[config.mk]
export PLATFORM = sky130hd
export DESIGN_NAME = mse_ctrl
export DESIGN_NICKNAME = d
export VERILOG_FILES = /design/src/hdl/mse_pkg.sv /design/src/hdl/mse_ctrl.sv
export SDC_FILE = /design/constraint.sdc
export NUM_CORES = 1
export LEC_CHECK = 0
export ABC_AREA = 1
export BUFFER_PORTS_ARGS = -buffer_cell sky130_fd_sc_hd__buf_2
export CORE_MARGIN = 5
export CORE_UTILIZATION = 47
export DETAILED_ROUTE_END_ITERATION = 7
export GPL_TIMING_DRIVEN = 0
export PLACE_DENSITY = 0.8
export SLEW_MARGIN = 20
export SYNTH_ARGS = -nofsm -noshare
export SYNTH_HDL_FRONTEND = slang
export SYNTH_SLANG_ARGS = --single-unit
[constraint.sdc]
create_clock -name clk -period 1.45 [get_ports clk]
set_input_delay 0.145 -clock clk [delete_from_list [all_inputs] [get_ports clk]]
set_output_delay 0.145 -clock clk [all_outputs]
set_load 0.005 [all_outputs]
[src/hdl/mse_pkg.sv]
// Shared types and constants for the smooth escape-time pixel engine.
// No dependencies; imported by every module of the block.
package mse_pkg;

  localparam int FRAC_BITS = 28;   // fraction bits of c and z
  localparam int Q16_ONE   = 65536;
  localparam int REG_W     = 32;
  localparam int IDX_W     = 3;
  localparam int TW        = 35;   // width of the signed log argument t

  localparam logic [IDX_W-1:0] REG_IMAGE_WIDTH  = 3'd0;
  localparam logic [IDX_W-1:0] REG_IMAGE_HEIGHT = 3'd1;
  localparam logic [IDX_W-1:0] REG_STEP_RE      = 3'd2;
  localparam logic [IDX_W-1:0] REG_STEP_IM      = 3'd3;
  localparam logic [IDX_W-1:0] REG_CENTER_RE    = 3'd4;
  localparam logic [IDX_W-1:0] REG_CENTER_IM    = 3'd5;
  localparam logic [IDX_W-1:0] REG_MAX_ITER     = 3'd6;

  // operand choice for the shared log2 unit
  localparam logic [1:0] LOG_SUM = 2'd0;
  localparam logic [1:0] LOG_L1V = 2'd1;
  localparam logic [1:0] LOG_T   = 2'd2;
  localparam logic [1:0] LOG_MAX = 2'd3;

  typedef struct packed {
    logic        [13:0] image_width;
    logic        [13:0] image_height;
    logic        [30:0] step_re;
    logic        [30:0] step_im;
    logic signed [31:0] center_re;
    logic signed [31:0] center_im;
    logic        [15:0] max_iterations;
  } cfg_t;

  typedef struct packed {
    logic       load;
    logic       cmul;
    logic       cadd;
    logic       mul;
    logic       step;
    logic       sq_start;
    logic       log_start;
    logic [1:0] log_sel;
    logic       div_start;
    logic       set_full;
    logic       fin;
  } cmd_t;

  typedef struct packed {
    logic esc_now;
    logic lim_now;
    logic sq_done;
    logic log_done;
    logic div_done;
    logic t_pos;
    logic num_pos;
    logic den_pos;
    logic out_free;
  } status_t;

endpackage

[src/hdl/mse_ctrl.sv]
// Sequencer for the pixel engine: setup, iteration loop, colouring steps.
// Uses mse_pkg; issues commands to mse_datapath and reads its status.
module mse_ctrl (
  input  logic             clk,
  input  logic             rst,
  input  logic             in_valid,
  output logic             in_stall,
  output mse_pkg::cmd_t    cmd,
  input  mse_pkg::status_t st
);
  import mse_pkg::*;

  localparam logic [3:0] S_IDLE     = 4'd0;
  localparam logic [3:0] S_CMUL     = 4'd1;
  localparam logic [3:0] S_CADD     = 4'd2;
  localparam logic [3:0] S_MUL      = 4'd3;
  localparam logic [3:0] S_STEP     = 4'd4;
  localparam logic [3:0] S_SQ       = 4'd5;
  localparam logic [3:0] S_LOG_GO   = 4'd6;
  localparam logic [3:0] S_LOG_WAIT = 4'd7;
  localparam logic [3:0] S_DIV_GO   = 4'd8;
  localparam logic [3:0] S_DIV_WAIT = 4'd9;
  localparam logic [3:0] S_FIN      = 4'd10;

  logic [3:0] state, state_next;
  logic [1:0] sel, sel_next;

  always_comb begin
    cmd         = '0;
    cmd.log_sel = sel;
    state_next  = state;
    sel_next    = sel;
    in_stall    = (state != S_IDLE);
    unique case (state)
      S_IDLE: begin
        if (in_valid) begin
          cmd.load   = 1'b1;
          state_next = S_CMUL;
        end
      end
      S_CMUL: begin
        cmd.cmul   = 1'b1;
        state_next = S_CADD;
      end
      S_CADD: begin
        cmd.cadd   = 1'b1;
        state_next = S_MUL;
      end
      S_MUL: begin
        cmd.mul    = 1'b1;
        state_next = S_STEP;
      end
      S_STEP: begin
        cmd.step = 1'b1;
        priority if (st.esc_now) begin
          cmd.sq_start = 1'b1;
          state_next   = S_SQ;
        end else if (st.lim_now) begin
          state_next = S_FIN;
        end else begin
          state_next = S_MUL;
        end
      end
      S_SQ: begin
        if (st.sq_done) begin
          sel_next   = LOG_SUM;
          state_next = S_LOG_GO;
        end
      end
      S_LOG_GO: begin
        // non-positive t or log2(t) leaves brightness at zero
        priority if (sel == LOG_T && !st.t_pos) begin
          state_next = S_FIN;
        end else if (sel == LOG_MAX && !st.num_pos) begin
          state_next = S_FIN;
        end else begin
          cmd.log_start = 1'b1;
          state_next    = S_LOG_WAIT;
        end
      end
      S_LOG_WAIT: begin
        if (st.log_done) begin
          unique case (sel)
            LOG_SUM: begin sel_next = LOG_L1V; state_next = S_LOG_GO; end
            LOG_L1V: begin sel_next = LOG_T;   state_next = S_LOG_GO; end
            LOG_T:   begin sel_next = LOG_MAX; state_next = S_LOG_GO; end
            LOG_MAX: state_next = S_DIV_GO;
            default: state_next = S_DIV_GO;
          endcase
        end
      end
      S_DIV_GO: begin
        if (!st.den_pos) begin
          cmd.set_full = 1'b1;
          state_next   = S_FIN;
        end else begin
          cmd.div_start = 1'b1;
          state_next    = S_DIV_WAIT;
        end
      end
      S_DIV_WAIT: begin
        if (st.div_done) state_next = S_FIN;
      end
      S_FIN: begin
        if (st.out_free) begin
          cmd.fin    = 1'b1;
          state_next = S_IDLE;
        end
      end
      default: state_next = S_IDLE;
    endcase
  end

  always_ff @(posedge clk) begin
    if (rst) begin
      state <= S_IDLE;
      sel   <= LOG_SUM;
    end else begin
      state <= state_next;
      sel   <= sel_next;
    end
  end

  a_fin_free: assert property (@(posedge clk) disable iff (rst)
    cmd.fin |-> st.out_free) else $error("result written over a pending one");

  a_one_phase: assert property (@(posedge clk) disable iff (rst)
    $onehot0({cmd.load, cmd.cmul, cmd.cadd, cmd.mul, cmd.step, cmd.log_start,
              cmd.div_start, cmd.fin})) else $error("overlapping commands");

  a_esc_to_sq: assert property (@(posedge clk) disable iff (rst)
    (state == S_STEP && st.esc_now) |=> (state == S_SQ))
    else $error("escape not followed by magnitude pass");

endmodule
# == Word-level counts from Yosys, hierarchy flattened ==
# Cells that the tools add are included.
# word_totals
memories,0
output_inout_bits,13
latch_bits,0
in_bits,12
ramBits,0
wordCells,63
mem_bits_ro,0
register_bits,6
# classes
add_sub_neg,0
bitwise,0
shifts,0
reduce_logical,11
n_eq_ne,19
mul,0
div,0
n_mux,31
order_cmp,0
# op_table
op,n
$pmux W4 S11,1
$mux W4,9
$eq A4 B3 Y1 const B,4
$mux W1,13
$eq A4 B4 Y1 const B,3
$mux W2,5
$ne A2 B2 Y1 const B,5
$eq A4 B2 Y1 const B,2
$pmux W4 S2,1
$pmux W2 S3,1
$reduce_and A5 Y1,1
$eq A2 B2 Y1 const B,2
$eq A4 B1 Y1 const B,1
$logic_not A4 Y1,1
$ne A4 B4 Y1 const B,1
$pmux W2 S2,1
$reduce_and A4 Y1,1
$reduce_bool A4 Y1,1
$reduce_or A3 Y1,1
$eq A2 B1 Y1 const B,1
$logic_and A1 B1 Y1,2
$logic_not A1 Y1,2
$logic_not A2 Y1,1
$reduce_bool A2 Y1,1

# == Longest topological paths before layout ==
# Gate-level depths: netlist of the first run.
# depth
depth_word,5
mapped_depth,9
mapped_depth_nobuf,9

# == Least setup slack after synthesis of the first run ==
# Ideal clock, no wire load.
# synth_timing
path_type,reg-to-reg
start,reg sel[0]
end,reg sel[0]
path_stages_with_launch,10
path_slack_ns,0.135
setup_ns,0.116
t_arrival_ns,1.199
path_buffers,0
required_time_ns,1.334
path_cell_list,dfxtp_1 inv_1 ha_1 nor2_1 nand2_1 nand3_1 nor2_1 nand2_1 o21ai_0 nor2_1
# synth_between
elab_chain_len,4
word_cells_on_any_way,8
cone_classes,eq/ne: 3; mux: 3; reduce/logical: 2
# synth_lines
item,line_no,source
"start, declared",mse_ctrl.sv:26,"logic [1:0] sel, sel_next;"
"start signal, assigned",mse_ctrl.sv:120,sel <= sel_next;
"$eq A2 B2 Y1, or another cell as far along",mse_ctrl.sv:83,unique case (sel)
$pmux W2 S3,mse_ctrl.sv:83,
$mux W2,mse_ctrl.sv:82,if (st.log_done) begin
$pmux W2 S2,mse_ctrl.sv:34,unique case (state)
# Parallel ways exist; a longest one is shown, timed or not. The select of a mux whose other input is x is not followed.
# A chain may end at the register's enable or synchronous reset.

==> run summary, run 1 <==
Slew margin rel. = 0.838
Clock skew = 0.00267 ns
Worst vdd ir = 0.000534 V
DR vias = 827
FF-to-FF Start = sel[1]
GR Util met3 = 0.0268
Die area = 2230 um^2
# setup viols final = 0
Unrepaired setup endpoints after global routing = true
R2R Path End = sel[1]
Register area = 129 um^2
DR vias/cell = 4.98
#FFs+latches synth = 6
Initial Util = 0.499
Fin. Hold Viols = 0
Wire per inst = 10.6 um
Place WS = 0.0234 ns
Antenna-violating nets left = 0
Number of buffers created by CTS = 3
Clock net sink count = 6
Core Region = 1300 um^2
# IOs = 25
Area of the multi-input gates = 458 um^2
Max-slew violations = 0
PortBufs = 24
Crit-path max cell delay = 0.36 ns
All-Layer GR Usage = 0.158
Post-synthesis sequential area ratio = 0.185
Setup ws final = 0.00177 ns
Antenna violations before repair = 0
Synth-to-Final Area Change = 33.1%
Clk slew on worst S/H paths = 0.04 ns
Crit Path Category = flip-flop to output pin
Worst Reg-to-Reg Cells = 9
Hold Path Depth = 2
Startpoint Class = flip-flop
Mapped Cells = 122
Tmin final = 1.45 ns
Crit-path cells = inv_1, nand2_1, nor2_1, inv_1, nor2_1, buf_2
GR Layer Usage met1 = 0.174
CP max-delay cell = dfxtp_1
Fillers = 123
Pre-Repair DR Iteration Count = 4
Residual DRC count = 0
Fin Setup TNS = 0 ns
Die extent in y = 47.2 um
Nets = 169
Power Total = 0.564 mW
Lkg Pwr = 0.526 nW
Max Clk Rate = 691 MHz
Max Cap Viol = 0
Mean area per synthesized cell = 5.32 um^2
Placed Cells = 161
Worst-Margin Slew = 0.241 ns
Arrival time at the worst endpoint = 1.30 ns
Initial DRC Count = 30
Synth warn = 0
CP Max Fanout = 6
GP Congestion = 0.796
Met2 Use GR = 0.293
HP Start = rst
Buf/Inv on CP = 3
H-tree depth = 1
CTS root buffer = clkbuf_4
Row count = 13
Yosys cell types = 16
Vias in the first global route = 687
Worst-Skew Late Latency = 0.23 ns
Worst hold path class = input pin to flip-flop
Synth Cell Area = 649 um^2
Worst EP required = 1.31 ns
GR peak layer = met2
Longest Clk Path Bufs = 2
# diodes = 0
GRT Residual Overflow = 0
Power Density = 652 nW/um^2
Min-Delay Endpoint = state[2]
Status = completed
Largest net degree at the start of global routing = 8
Final worst-path cycle share = 0.999
Non-filler cells, final = 166
Final HPWL DP = 1.38 mm
Crit. End Element = output pin
Synth Net Count = 138
Die W = 47.2 um
R2r setup slk = 0.06 ns
Hold_ws = 0.140 ns
Critical path's top delay family = flip-flops
Final WL = 1.76 mm
First-pass GRT wire length = 2.54 mm
CTS tree = done
Layout cell share with drive strength beyond 1 = 0.338
==> flip-flops by register name, indices dropped and copies added, names as in the netlist <==
name / flops
state: 4
sel: 2
==> layer usage <==
layer / vias to the layer above / share of wire
li1: 430 / -
met1: 355 / 0.40
met3: 8 / 0.083
met2: 34 / 0.49
met4: 0 / 0.020
met5: - / 0
==> how the worst max path moves through the flow <==
stage          endpoint  startpoint  depth (start not counted)  slack, ns
6_report        cmd[11]    state[0]                          6      0.002
5_1_grt         cmd[11]    state[0]                          6      -0.07
4_1_cts          cmd[5]    state[1]                          5       0.02
3_5_place_dp     sel[0]      sel[0]                          9       0.02
3_3_place_gp     sel[0]      sel[0]                          9       0.07
2_1_floorplan    sel[0]      sel[0]                          9       0.14
==> synth_stat cells <==
master,instances,area share
nand3b_1,1,0.012
nand3_1,11,0.085
ha_1,4,0.077
a21oi_2,1,0.013
nor2_4,1,0.017
nand4_1,1,0.0096
o21ai_0,3,0.023
nor4_1,1,0.0096
nand2_1,38,0.22
inv_1,24,0.14
inv_2,3,0.017
a21oi_1,3,0.023
dfxtp_1,6,0.18
nor2_2,6,0.058
nor2_1,18,0.10
nor3_1,1,0.0077
==> kinds of logic after synthesis <==
logic type,share of synthesized area
and+or+nand+nor,0.522
AOI/OAI and AO/OA,0.0597
adders and majority gates,0.0771
buffers and inverters,0.156
DFF,0.185
==> layout by cell type (no fill, tap or decap), types with 2 or more instances in the layout <==
master / Yosys / routed
clkbuf_4: 0 / 3
buf_4: 0 / 2
nand3_1: 11 / 11
inv_1: 24 / 22
nor2_1: 18 / 16
a21oi_1: 3 / 3
o21ai_1: 0 / 2
nor2_4: 1 / 3
dfxtp_2: 0 / 4
ha_1: 4 / 2
inv_2: 3 / 5
buf_2: 0 / 24
nor2_2: 6 / 6
nand2_1: 38 / 38
==> metrics by stage <==
| step | util | instance area [um^2] |
|---|---|---|
| 4_1_cts | 0.626 | 815 |
| 3_5_place_dp | 0.606 | 788 |
| 3_3_place_gp | 0.606 | 788 |
| 6_report | 0.664 | 865 |
| 5_1_grt | 0.664 | 865 |
| 2_1_floorplan | - | 649 |
==> power breakdown <==
group / total, mW / internal [mW] / switching (mW)
sequential: 0.202 / 0.178 / 0.0242
clock: 0.140 / 0.0927 / 0.0474
combinational: 0.221 / 0.0849 / 0.136
total: 0.564 / 0.356 / 0.208
==> layout make-up <==
| class | instances | area share |
|---|---|---|
| clock buffer | 3 | 0.0260 |
| timing repair buffer | 26 | 0.156 |
| sequential | 6 | 0.149 |
| inverter | 27 | 0.117 |
| multi-input combinational | 89 | 0.530 |
| tap | 15 | 0.0217 |
==> timing repair <==
item                                    in CTS  in global routing
cloned                                       0                  0
pin swaps                                    0                  4
buffers inserted                             0                  2
hold buffers                                 0                  0
gates resized for setup                      4                 12
endpoints found under the setup margin       1                  5
(Power assumes the default switching activity.)
==> inputs of run 2 (changes only) <==
--- a/config.mk
+++ b/config.mk
@@ -11,6 +11,7 @@
 export CORE_UTILIZATION = 47
 export DETAILED_ROUTE_END_ITERATION = 7
 export GPL_TIMING_DRIVEN = 0
+export MAX_ROUTING_LAYER = met4
 export PLACE_DENSITY = 0.8
 export SLEW_MARGIN = 20
 export SYNTH_ARGS = -nofsm -noshare
==> run summary, run 2 (synthesis gave the netlist of run 1 again) <==
Status = completed
Residual DRC count = 0 (unchanged)
Worst EP required = 1.31 ns (about the same)
CTS root buffer = clkbuf_4
Core Region = 1300 um^2 (unchanged)
Initial Util = 0.499 (unchanged)
Commonest cells after routing, fill and taps aside = nand2_1, buf_2, inv_1
Antenna-violating nets left = 0 (unchanged)
Slew margin rel. = 0.838 (about the same)
Clk slew on worst S/H paths = 0.04 ns (about the same)
Largest net degree at the start of global routing = 8 (unchanged)
Final WL = 1.75 mm (-0.63%)
Power Density = 652 nW/um^2 (about the same)
Number of buffers created by CTS = 3 (unchanged)
GRT Residual Overflow = 0 (unchanged)
Crit Path Category = flip-flop to output pin
Placed inst area = 788 um^2 (unchanged)
Clock net sink count = 6 (unchanged)
Crit. End Element = output pin
Worst Reg-to-Reg Cells = 9 (unchanged)
Die extent in y = 47.2 um (unchanged)
DR vias = 823 (-0.48%)
Max Cap Viol = 0 (unchanged)
Die area = 2230 um^2 (unchanged)
Longest Clk Path Bufs = 2 (unchanged)
# IOs = 25 (unchanged)
# diodes = 0 (unchanged)
FF-to-FF Start = sel[1]
Arrival time at the worst endpoint = 1.30 ns (about the same)
Max FFs per register = 4 (unchanged)
Most common cell after layout, fill and taps aside = nand2_1
Initial DRC Count = 29 (-3.3%)
Wire per inst = 10.5 um (-0.62%)
Fillers = 123 (unchanged)
# setup viols final = 0 (unchanged)
Final HPWL DP = 1.38 mm (unchanged)
Layout cell share with drive strength beyond 1 = 0.338 (unchanged)
Pre-Repair DR Iteration Count = 4 (unchanged)
Hold_ws = 0.139 ns (-0.000293 ns)
Fin. Hold Viols = 0 (unchanged)
PortBufs = 24 (unchanged)
GP Congestion = 0.807 (+1.4%)
DR vias/cell = 4.96 (-0.48%)
Max-slew violations = 0 (unchanged)
Lkg Pwr = 0.526 nW (unchanged)
Post-route cell area = 865 um^2 (unchanged)
Row count = 13 (unchanged)
Unrepaired setup endpoints after global routing = true
Vias in the first global route = 687 (unchanged)
First-pass GRT wire length = 2.54 mm (unchanged)
Final core utilization = 0.664 (unchanged)
CP Max Fanout = 6 (unchanged)
H-tree depth = 1 (unchanged)
Top flop regs = state (4), sel (2)
All-Layer GR Usage = 0.163 (+0.00505)
Top reg by flops = state
CP startpoint = state[0]
Die W = 47.2 um (unchanged)
Final worst-path cycle share = 0.999 (about the same)
Max Clk Rate = 690 MHz (about the same)
Synth-to-Final Area Change = 33.1% (unchanged)
Worst hold path class = input pin to flip-flop
HP Start = rst
Worst-Margin Slew = 0.241 ns (+0.000170 ns)
Worst-Skew Late Latency = 0.23 ns (about the same)
Tmin final = 1.45 ns (+0.0000442 ns)
Worst vdd ir = 0.000534 V (about the same)
CTS Hold Buffers Added = 0 (unchanged)
Nets = 169 (unchanged)
Clock skew = 0.00267 ns (-0.000000130 ns)
Startpoint Class = flip-flop
Hold Path Depth = 2 (unchanged)
CTS tree = done
Antenna violations before repair = 0 (unchanged)
run 2: cell counts in the layout (fill, tap and decap cells not counted):
No cell type changed its count.
run 2: timing repair:
action | CTS | global route
resized for setup | 4 | 12
pin swaps | 0 | 4
buffers inserted | 0 | 2
endpoints found under the setup margin | 1 | 5
run 2: final cells by class:
| cell class | instances | area, um^2 | share of cell area |
|---|---|---|---|
| clock buffers | 3 | 22.5 | 0.0260 |
| inverters | 27 | 101 | 0.117 |
| multi-input cells | 89 | 458 | 0.530 |
| flip-flops and latches | 6 | 129 | 0.149 |
| well taps | 15 | 18.8 | 0.0217 |
| repair buffers | 26 | 135 | 0.156 |
run 2: metal layers:
| layer | track usage | wire length [um] |
|---|---|---|
| met3 | 0.0230 | 128 |
| met5 | - | 0 |
| met1 | 0.176 | 721 |
| met2 | 0.293 | 868 |
| met4 | 0.0718 | 30 |
run 2: path summary, 6_finish.rpt:
check / end / slack (ns)
setup / recovery: cmd[11] / 0.002
hold / removal: state[2] / 0.14
setup reg to reg: sel[1] / 0.06
hold reg to reg: state[1] / 0.53
run 2: metrics by stage:
stage	setup TNS (ns)	setup WS (ns)	cells	power (mW)
6_report	0	0.00173	166	0.564
5_1_grt	-0.297	-0.0734	166	0.615
4_1_cts	0	0.0153	164	0.553
3_5_place_dp	0	0.0234	161	0.406
3_3_place_gp	0	0.0672	161	0.401
2_1_floorplan	0	0.135	122	0.332
run 2: where the power goes:
part / total, mW / internal, mW / switching (mW)
Combinational: 0.221 / 0.0849 / 0.136
Sequential: 0.203 / 0.178 / 0.0245
Clock: 0.140 / 0.0927 / 0.0475
run 2: worst max-delay path: stages, from the launching register on:
cell and delay [ns]:
dfxtp_1 0.36, inv_1 0.16, nand2_1 0.10, nor2_1 0.16, inv_1 0.07, nor2_1 0.09
buf_2 0.12
